==> src/sv/sfp_pkg.sv <==
// Shared types and constants for the sensor frame parser.
package sfp_pkg;

  localparam logic [7:0] HEADER_BYTE = 8'h55;
  localparam int STORE_DEPTH = 12;                     // longest frame in bytes
  localparam int MIN_FRAME = 6;                        // shortest frame in bytes
  localparam int WORD_DEPTH = STORE_DEPTH / 2 - 1;     // words kept after header
  localparam int WORD_AW = $clog2(WORD_DEPTH);
  localparam int POS_W = $clog2(STORE_DEPTH + 1);

  // Word write from the parser into the frame store.
  typedef struct packed {
    logic               we;
    logic [WORD_AW-1:0] addr;
    logic [15:0]        data;
  } sfp_wr_t;

  // End-of-frame event: good frame with its last word index, or a failure.
  typedef struct packed {
    logic               valid;
    logic               ok;
    logic [WORD_AW-1:0] last_idx;
  } sfp_event_t;

endpackage

==> src/sv/sensor_frame_parser_sum_check.sv <==
// Top level: byte stream in, checked frame words out.
// The closing checksum beat raises m_tvalid through the word store read and the output
//   load (RD_ISSUE, RD_LOAD) on a good frame, or at that beat's own edge on a failure.
// Throughput: 1 byte per cycle inside a frame; each word out passes through read, load and
//   hand off, plus output stalls; input is held off until the last word beat is taken.
// Reset (rst, synchronous, active high): hunting, sum and position cleared, short frame.
module sensor_frame_parser_sum_check #(
  parameter int SHORT_FRAME_BYTES = 10,
  parameter int LONG_FRAME_BYTES  = 12
) (
  input  logic        clk,
  input  logic        rst,
  // configuration: frame_format, 0 short angle frame, 1 long quaternion frame
  input  logic        cfg_we,
  input  logic        cfg_data,
  // input stream
  input  logic        s_tvalid,
  output logic        s_tready,
  input  logic [7:0]  s_tdata,   // [7:0] rx_byte
  // output stream
  output logic        m_tvalid,
  input  logic        m_tready,
  output logic [23:0] m_tdata,   // [15:0] word_value, [18:16] word_index, rest zero
  output logic        m_tuser,   // frame_ok
  output logic        m_tlast    // last_word
);
  import sfp_pkg::*;

  logic       frame_format;
  logic       beat;
  logic       busy;
  sfp_wr_t    wr;
  sfp_event_t ev;

  always_ff @(posedge clk) begin
    if (rst) begin
      frame_format <= 1'b0;
    end else if (cfg_we) begin
      frame_format <= cfg_data;
    end
  end

  // One beat at a time: no new byte while a result is pending or being replayed.
  assign s_tready = !busy;
  assign beat     = s_tvalid && s_tready;

  sfp_parser #(
    .SHORT_FRAME_BYTES (SHORT_FRAME_BYTES),
    .LONG_FRAME_BYTES  (LONG_FRAME_BYTES)
  ) u_parser (
    .clk          (clk),
    .rst          (rst),
    .frame_format (frame_format),
    .beat         (beat),
    .rx_byte      (s_tdata),
    .wr           (wr),
    .ev           (ev)
  );

  sfp_readout u_readout (
    .clk      (clk),
    .rst      (rst),
    .wr       (wr),
    .ev       (ev),
    .busy     (busy),
    .m_tvalid (m_tvalid),
    .m_tready (m_tready),
    .m_tdata  (m_tdata),
    .m_tuser  (m_tuser),
    .m_tlast  (m_tlast)
  );

endmodule

==> src/sv/sfp_parser.sv <==
// Header hunt, byte position, running sum and checksum compare.
module sfp_parser #(
  parameter int SHORT_FRAME_BYTES = 10,
  parameter int LONG_FRAME_BYTES  = 12
) (
  input  logic               clk,
  input  logic               rst,
  input  logic               frame_format,
  input  logic               beat,
  input  logic [7:0]         rx_byte,
  output sfp_pkg::sfp_wr_t    wr,
  output sfp_pkg::sfp_event_t ev
);
  import sfp_pkg::*;

  // Frame lengths clamped to the store and rounded down to even.
  localparam int SHORT_CL = (SHORT_FRAME_BYTES < MIN_FRAME) ? MIN_FRAME :
                            (SHORT_FRAME_BYTES > STORE_DEPTH) ? STORE_DEPTH :
                            SHORT_FRAME_BYTES;
  localparam int LONG_CL  = (LONG_FRAME_BYTES < MIN_FRAME) ? MIN_FRAME :
                            (LONG_FRAME_BYTES > STORE_DEPTH) ? STORE_DEPTH :
                            LONG_FRAME_BYTES;
  localparam logic [POS_W-1:0] SHORT_LEN = POS_W'((SHORT_CL / 2) * 2);
  localparam logic [POS_W-1:0] LONG_LEN  = POS_W'((LONG_CL / 2) * 2);

  typedef enum logic [1:0] {PH_HUNT, PH_HEAD2, PH_BODY} phase_t;

  phase_t           phase;
  logic [POS_W-1:0] pos;
  logic [15:0]      sum;
  logic [7:0]       hi;

  logic [POS_W-1:0] len;
  logic [15:0]      rx_word;
  logic [POS_W-1:0] half_len;

  assign len      = frame_format ? LONG_LEN : SHORT_LEN;
  assign rx_word  = {hi, rx_byte};
  assign half_len = len >> 1;

  always_comb begin
    wr       = '0;
    ev       = '0;
    wr.data  = rx_word;
    wr.addr  = WORD_AW'(pos[POS_W-1:1] - 1'b1);
    ev.ok    = (rx_word == sum);
    ev.last_idx = WORD_AW'(half_len - POS_W'(2));
    if (beat && phase == PH_BODY) begin
      if (pos >= len) begin
        ev.valid = 1'b1;
        ev.ok    = 1'b0;
      end else begin
        wr.we = pos[0];
        if (pos == len - POS_W'(1)) begin
          ev.valid = 1'b1;
        end
      end
    end
  end

  always_ff @(posedge clk) begin
    if (rst) begin
      phase <= PH_HUNT;
      pos   <= '0;
      sum   <= '0;
    end else if (beat) begin
      unique case (phase)
        PH_HUNT: begin
          if (rx_byte == HEADER_BYTE) begin
            sum   <= 16'(HEADER_BYTE);
            pos   <= POS_W'(1);
            phase <= PH_HEAD2;
          end
        end
        PH_HEAD2: begin
          if (rx_byte == HEADER_BYTE) begin
            sum   <= sum + 16'(HEADER_BYTE);
            pos   <= POS_W'(2);
            phase <= PH_BODY;
          end else begin
            sum   <= '0;
            pos   <= '0;
            phase <= PH_HUNT;
          end
        end
        default: begin
          if (pos >= len || pos == len - POS_W'(1)) begin
            sum   <= '0;
            pos   <= '0;
            phase <= PH_HUNT;
          end else begin
            if (pos < len - POS_W'(2)) begin
              sum <= sum + 16'(rx_byte);
            end
            pos <= pos + POS_W'(1);
          end
        end
      endcase
    end
  end

  // high byte of the word in progress
  always_ff @(posedge clk) begin
    if (beat && !pos[0]) begin
      hi <= rx_byte;
    end
  end

endmodule

==> src/sv/sfp_readout.sv <==
// Frame word store and the output register that replays it after a good frame, or gives one failure beat.
module sfp_readout (
  input  logic                clk,
  input  logic                rst,
  input  sfp_pkg::sfp_wr_t    wr,
  input  sfp_pkg::sfp_event_t ev,
  output logic                busy,
  output logic                m_tvalid,
  input  logic                m_tready,
  output logic [23:0]         m_tdata,
  output logic                m_tuser,
  output logic                m_tlast
);
  import sfp_pkg::*;

  typedef enum logic [1:0] {RD_IDLE, RD_ISSUE, RD_LOAD, RD_WAIT} rd_state_t;

  rd_state_t          state;
  logic [WORD_AW-1:0] rd_k;
  logic [WORD_AW-1:0] last_k;
  logic [15:0]        mem [0:WORD_DEPTH-1];
  logic [15:0]        rd_data;
  logic [15:0]        word_value;
  logic [2:0]         word_index;
  logic               frame_ok;

  assign busy    = (state != RD_IDLE) || m_tvalid;
  assign m_tdata = {5'b0, word_index, word_value};
  assign m_tuser = frame_ok;

  // Every word is written before the read of its address, so no bypass.
  always_ff @(posedge clk) begin
    if (wr.we) begin
      mem[wr.addr] <= wr.data;
    end
    rd_data <= mem[rd_k];
  end

  always_ff @(posedge clk) begin
    if (rst) begin
      state    <= RD_IDLE;
      m_tvalid <= 1'b0;
      rd_k     <= '0;
    end else begin
      unique case (state)
        RD_IDLE: begin
          if (ev.valid) begin
            rd_k   <= '0;
            last_k <= ev.last_idx;
            if (ev.ok) begin
              state <= RD_ISSUE;
            end else begin
              word_value <= '0;
              word_index <= '0;
              frame_ok   <= 1'b0;
              m_tlast    <= 1'b1;
              m_tvalid   <= 1'b1;
              state      <= RD_WAIT;
            end
          end
        end
        RD_ISSUE: state <= RD_LOAD;
        RD_LOAD: begin
          word_value <= rd_data;
          word_index <= 3'(rd_k);
          frame_ok   <= 1'b1;
          m_tlast    <= (rd_k == last_k);
          m_tvalid   <= 1'b1;
          state      <= RD_WAIT;
        end
        default: begin
          if (m_tvalid && m_tready) begin
            m_tvalid <= 1'b0;
            if (m_tlast) begin
              state <= RD_IDLE;
            end else begin
              rd_k  <= rd_k + WORD_AW'(1);
              state <= RD_ISSUE;
            end
          end
        end
      endcase
    end
  end

  a_fail_shape: assert property (@(posedge clk) disable iff (rst)
    m_tvalid && !frame_ok |-> m_tlast && word_value == '0 && word_index == '0)
    else $error("failure beat carries data");

  a_event_idle: assert property (@(posedge clk) disable iff (rst)
    ev.valid |-> state == RD_IDLE && !m_tvalid)
    else $error("frame event while readout busy");

  a_last_done: assert property (@(posedge clk) disable iff (rst)
    m_tvalid && m_tready && m_tlast |=> state == RD_IDLE && !m_tvalid)
    else $error("readout continued past last word");

  a_index_range: assert property (@(posedge clk) disable iff (rst)
    m_tvalid && frame_ok |-> word_index <= 3'(last_k))
    else $error("word index beyond frame");

endmodule

==> config.mk <==
export PLATFORM = sky130hd
export DESIGN_NAME = sensor_frame_parser_sum_check
export DESIGN_NICKNAME = d
export VERILOG_FILES = /design/src/sv/sfp_pkg.sv /design/src/sv/sensor_frame_parser_sum_check.sv /design/src/sv/sfp_parser.sv /design/src/sv/sfp_readout.sv
export SDC_FILE = /design/constraint.sdc
export NUM_CORES = 1
export LEC_CHECK = 0
export BUFFER_PORTS_ARGS = -buffer_cell sky130_fd_sc_hd__buf_2
export CAP_MARGIN = 20
export CORE_ASPECT_RATIO = 1.4
export CORE_UTILIZATION = 65
export DETAILED_ROUTE_END_ITERATION = 7
export PLACE_DENSITY_LB_ADDON = 0.2
export SYNTH_ARGS = -nofsm -noshare
export SYNTH_HDL_FRONTEND = slang
export SYNTH_SLANG_ARGS = --single-unit
==> constraint.sdc <==
create_clock -name clk -period 5.1 [get_ports clk]
set_clock_uncertainty 0.1 [all_clocks]
set_input_delay 0.51 -clock clk [delete_from_list [all_inputs] [get_ports clk]]
set_output_delay 0.51 -clock clk [all_outputs]
set_load 0.05 [all_outputs]
==> run metrics, run 1 <==
outcome finished clean; number of vias per cell between 6 and 7; Std-Cell Core Area about 10000 sq um; CTS tree built; worst-margin pin slew around 1100 ps; pre-CTS WS roughly 2000 ps; hold endpoint frame_format$_SDFFE_PP0P_; number of DRC markers in iteration 0 around 310; Post-route DRC 0; Routability Congestion between 0.9 and 1; Final ANT Viol Nets 0; hold path depth 3; Synth Area in XOR/XNOR approximately 2.6%; CTS buffer count 17; Simple-Gate Fraction of Synth Area approximately 11%; post-DP HPWL ~9.5 mm; area occupied by multi-input gates ~2600 sq um; fin crit period between 3000 and 4000 ps; worst min-delay path startpoint cfg_data; antenna violations before repair 0; peak supply drop ~0.25 mV; vias post-DR 4622; complex-gate fraction of the synthesized area about a tenth; register area share after synthesis about three fifths; height of the die about 120 um; Root Buffer clkbuf_16; synthesis-stage register bit count 156; Slew HR a little over a quarter; # fillers 667; ys async rst share 0%; Reg area approximately 4200 sq um; # IOs 42; Initial Utilization between 60 and 70%; Synth area leaders edfxtp_1, dfxtp_1, mux4_2, ha_1, mux2_2; Worst Path Required ~5000 ps; CP arrival slightly above 3000 ps; R2R Path Start u_readout.state[0]$_SDFFE_PP0P_; largest net degree at the start of global routing 38; H-tree depth 4; site row count 44; postcts setup bufs 0; Adder-Cell Fraction of Synth Area approximately 3.9%; Final WS setup about 2000 ps; layout cell share with drive strength beyond 1 20.59%; CTS max path bufs 2; Avg Inst Size Synth 13.24 sq um; Hold Slack 243.9 ps; setup tns final 0 ps; leakage power around 2.7 nW; final hold vios 0; DIE AREA ~11000 sq um; R2R Path End u_readout.mem[1][8]$_DFFE_PP_; first-pass GRT wire length approximately 24 mm; Post-synth EDFFs about 110; Die X about 90 um; Most used DFF post-synth edfxtp_1; Min-Delay Path Class input pin to register; drt first pass iters 5; Syn Inst Count 530; Cell variety after synth 68; largest family of logic cells by synthesized area simple AND/OR/NAND/NOR gates; overall routing resource usage between 20% and 30%; # hold bufs at CTS 0; final critical-path share of the clock period 61.04%; Fmax ~320 MHz; crit path kind register to register; Antenna diodes 0; R2R setup slack between 1500 and 2000 ps; post_cts resized 0; Core Util, Final between 70% and 80%; setup violators final 0; Cell Area, Synth 7019 sq um; RSZ-0062 raised after global routing no; critical path endpoint category register; clock sink count 156; I/O Buffers 36; NumNets Final 600; wire per inst approximately 21 um; Worst Setup Start Kind register; Clock transition at path regs 60 ps; Synth area leader edfxtp_1; Synth top area share a little under half; max cap viols 0; pwr/cell area ~330 nW/um^2; Ys Warns 0; final slew viol count 0; total wire length after detailed routing between 10 and 15 mm; P&R area growth vs syn 12.00%; path depth of the worst reg2reg path 7; later-pin clock latency in the skew report ~420 ps; Final Total Pwr roughly 2.6 mW; mux share of post-synthesis cell area 8.574%; total gr overflow 0; maximum fanout along the worst path 16; vias in the first global route between 4000 and 5000
-- cell usage after synthesis (7+ instances only) --
master and number:
dfxtp_1 45, nor3_1 11, nor2_1 28, xnor2_1 15
o21ai_0 20, clkbuf_1 13, nand2b_1 9, inv_1 17
edfxtp_1 111, a211oi_1 9, mux2_2 17, mux4_2 16
and2_1 21, ha_1 20, buf_4 7, a21oi_1 29
nand3_1 10, nand2_1 19
-- cell families (layout without fill, tap and decap cells) --
group	count (synthesis)	in the layout
simple gates	141	141
flops	156	156
fa+ha+maj	21	21
compound gates	106	106
buf+inv	46	90
xor+xnor	21	21
mux	38	38
other cells	1	5
-- metal layers --
metal  GRT usage (%)  vias to the layer above  share of wire (%)
met1           32.51                     2302                 39
li1                -                     2070                  -
met5               0                        -                  0
met2           51.58                      202                 53
met3           5.474                       48                4.4
met4           13.98                        0                3.3
-- power by group --
part           switching (mW)  internal (mW)
registers             0.00871           1.36
clock network           0.482          0.713
logic                  0.0373         0.0154
-- how the worst max path moves through the flow --
stage,start,to
floorplan,u_readout.state[0]$_SDFFE_PP0P_,u_readout.mem[2][0]$_DFFE_PP_
global placement,s_tdata[6],u_readout.word_value[1]$_SDFFCE_PN0P_
detailed placement,s_tdata[6],u_readout.word_value[1]$_SDFFCE_PN0P_
CTS,u_readout.state[1]$_SDFFE_PP0P_,u_readout.mem[1][0]$_DFFE_PP_
global route,u_readout.state[0]$_SDFFE_PP0P_,u_readout.mem[1][0]$_DFFE_PP_
finish,u_readout.state[0]$_SDFFE_PP0P_,u_readout.mem[1][8]$_DFFE_PP_
-- sequential cells by signal, summed over array words and instances (netlist names) --
register	count
u_readout.word_value	16
u_readout.m_tvalid	1
u_readout.word_index	3
u_readout.mem	80
frame_format	1
u_parser.hi	8
u_parser.phase	2
u_readout.m_tuser	1
u_readout.m_tlast	1
u_readout.last_k	2
u_parser.sum	16
u_readout.rd_data	16
u_readout.state	2
u_parser.pos	4
u_readout.rd_k	3
-- worst max-delay path, cell delays in order (launching register included) --
cell,delay (ps)
dfxtp_1,340
inv_1,100
ha_1,380
and2b_1,280
and4b_1,280
nand3_1,200
nor2_1,200
and3_1,840
-- per-stage QoR --
step | cell area (sq um) | instances
floorplan | 7034 | 534
detailed placement | 7287 | 683
global placement | 7287 | 683
finish | 7861 | 716
CTS | 7846 | 715
global route | 7861 | 716
-- layout make-up --
type | count | area share [%]
clock buffer | 19 | 5.507
clock inverter | 13 | 1.608
inverter | 17 | 0.8117
multi-input combinational | 332 | 33.15
sequential | 156 | 53.86
tap | 138 | 2.196
timing repair buffer | 41 | 2.865
-- cell usage in the layout (no fill, tap or decap), types with 8 or more instances in the layout --
| cell type | Yosys | layout |
|---|---|---|
| edfxtp_1 | 111 | 111 |
| dfxtp_1 | 45 | 45 |
| buf_2 | 6 | 36 |
| a21oi_1 | 29 | 29 |
| nor2_1 | 28 | 27 |
| and2_1 | 21 | 21 |
| o21ai_0 | 20 | 20 |
| ha_1 | 20 | 20 |
| nand2_1 | 19 | 19 |
| inv_1 | 17 | 17 |
| mux2_2 | 17 | 17 |
| clkbuf_16 | 0 | 17 |
| mux4_2 | 16 | 16 |
| xnor2_1 | 15 | 15 |
| nor3_1 | 11 | 11 |
| nand3_1 | 10 | 10 |
| nand2b_1 | 9 | 9 |
| a211oi_1 | 9 | 8 |
Note: power is estimated with default switching activity, not from simulation.
==> inputs of run 2 (changes only) <==
--- a/config.mk
+++ b/config.mk
@@ -8,7 +8,7 @@
 export BUFFER_PORTS_ARGS = -buffer_cell sky130_fd_sc_hd__buf_2
 export CAP_MARGIN = 20
 export CORE_ASPECT_RATIO = 1.4
-export CORE_UTILIZATION = 65
+export CORE_UTILIZATION = 55
 export DETAILED_ROUTE_END_ITERATION = 7
 export PLACE_DENSITY_LB_ADDON = 0.2
 export SYNTH_ARGS = -nofsm -noshare
==> constraint.sdc (replaced) <==
create_clock -name clk -period 2.7 [get_ports clk]
set_clock_uncertainty 0.1 [all_clocks]
set_input_delay 0.27 -clock clk [delete_from_list [all_inputs] [get_ports clk]]
set_output_delay 0.27 -clock clk [all_outputs]
set_load 0.05 [all_outputs]
==> run metrics, run 2 (synthesis results as in run 1) <==
Std-Cell Core Area between 10000 and 15000 sq um; commonest non-fill, non-tap cell in the layout edfxtp_1; Reg area roughly 4200 sq um; Placed Cells 749; commonest non-fill, non-tap cells in the layout edfxtp_1, buf_4, dfxtp_1; Routability Congestion 0.9144; site row count 48; Final Total Pwr around 5.1 mW; number of flip-flops in the largest register 80; peak supply drop 0.4081 mV; clock sink count between 150 and 200; Core Util, Final between 60% and 70%; Die X ~97 um; DIE AREA around 13000 sq um; Post-route DRC 0; CTS tree built; total gr overflow 0; wire per inst between 15 and 20 um; maximum fanout along the worst path 11; Clock transition at path regs about 70 ps; NumNets Final roughly 650; height of the die around 140 um; RSZ-0062 raised after global routing no; final critical-path share of the clock period 93.33%; CTS max path bufs 2; Worst Setup Start Kind register; final hold vios 0; outcome finished clean; first-pass GRT wire length around 25 mm; max cap viols 0; # IOs 42; largest stage delay on the critical path 350 ps; setup violators final 0; fin crit period approximately 2500 ps; Final WS setup roughly 180 ps; later-pin clock latency in the skew report 420 ps; total wire length after detailed routing about 16 mm; worst min-delay path startpoint cfg_data; leakage power ~3.0 nW; Worst Path Required 2730 ps; Fmax roughly 400 MHz; Final ANT Viol Nets 0; # hold bufs at CTS 0; largest net degree at the start of global routing 37; final slew viol count 0; Initial Utilization 56.74%; H-tree depth 4; # fillers around 860; Min-Delay Path Class input pin to register; Slew HR 25.49%; antenna violations before repair 0; I/O Buffers 36; postcts setup bufs 0; number of vias per cell about 6.0; crit path from u_parser.sum[7]$_SDFFE_PP0P_; vias post-DR 4707; critical-path cell list ha_1, nor4_1, nand4_1, nor4_2, o21ai_0, nand2_1, a211oi_4; family with the most delay on the worst path simple AND/OR/NAND/NOR gates; drt first pass iters 6; crit path kind register to register; CTS buffer count 17; vias in the first global route 4825; pre-CTS WS -21.03 ps; overall routing resource usage between 20% and 30%; slowest stage cell, crit path nor4_1; worst-margin pin slew about 1100 ps; P&R area growth vs syn 19.93%; pwr/cell area roughly 600 nW/um^2; Buf+Inv Stages, Crit Path 0; Finished Layout Cells 782; post-DP HPWL 10.57 mm; number of DRC markers in iteration 0 between 200 and 300; Antenna diodes 0; largest reg by FF count u_readout.mem; Root Buffer clkbuf_16; R2R Path Start u_parser.sum[7]$_SDFFE_PP0P_; area occupied by multi-input gates roughly 2700 sq um; layout cell share with drive strength beyond 1 between 20% and 30%; critical path endpoint category register; CP arrival between 2000 and 3000 ps
## run 2: changes by cell type in the layout (fill, tap and decap cells not counted), sizes merged
cell	previous run	this run
inv	17	27
clkbuf	19	17
bufinv	2	1
a211oi	9	10
clkinvlp	2	1
buf	41	94
clkinv	9	3
## run 2: layout make-up
cell class                 count  share of cell area, %
clock buffer                  17                  5.054
clock inverter                15                  2.066
inverter                      17                 0.7580
multi-input combinational    333                  31.54
sequential                   156                  50.30
tap                          150                  2.229
timing repair buffer          94                  8.056
## run 2: what timing repair did
item	4_1_cts	5_1_grt
resized for setup	1	3
gates cloned	1	0
pin swaps	1	0
setup endpoints to repair	21	25
## run 2: worst reg2reg max path: cells and delay by family (launching register included)
family,cells,cell delay [ps]
compound gates,2,350
fa+ha+maj,1,310
simple gates,4,1150
flops,1,320
## run 2: per-layer routing
metal	up-vias	global-route usage, %	wire length [um]
met1	2349	27.83	5994
met5	-	0	0
li1	2183	-	-
met3	23	4.076	670
met4	0	10.62	353
met2	152	45.42	8482
## run 2: through the flow
stage          hold slack, ps  instance area (sq um)  TNS [ps]
2_1_floorplan           268.9                   7084         0
3_3_place_gp            351.1                   7792    -83.66
3_5_place_dp            357.9                   7792    -392.1
4_1_cts                 6.793                   8412         0
5_1_grt                 63.90                   8418         0
6_report                12.11                   8418         0
## run 2: final timing paths
kind                                                 to  cells after the start  slack, ps
setup / recovery  u_readout.word_index[0]$_SDFFCE_PN0P_                      7        180
hold / removal                frame_format$_SDFFE_PP0P_                      3         10
setup reg to reg  u_readout.word_index[0]$_SDFFCE_PN0P_                      7        180
hold reg to reg            u_readout.rd_data[2]$_DFF_P_                      1        370
## run 2: power by group
| part | switching, mW | internal (mW) |
|---|---|---|
| clock network | 1.05 | 1.33 |
| logic | 0.0845 | 0.0495 |
| registers | 0.00973 | 2.56 |
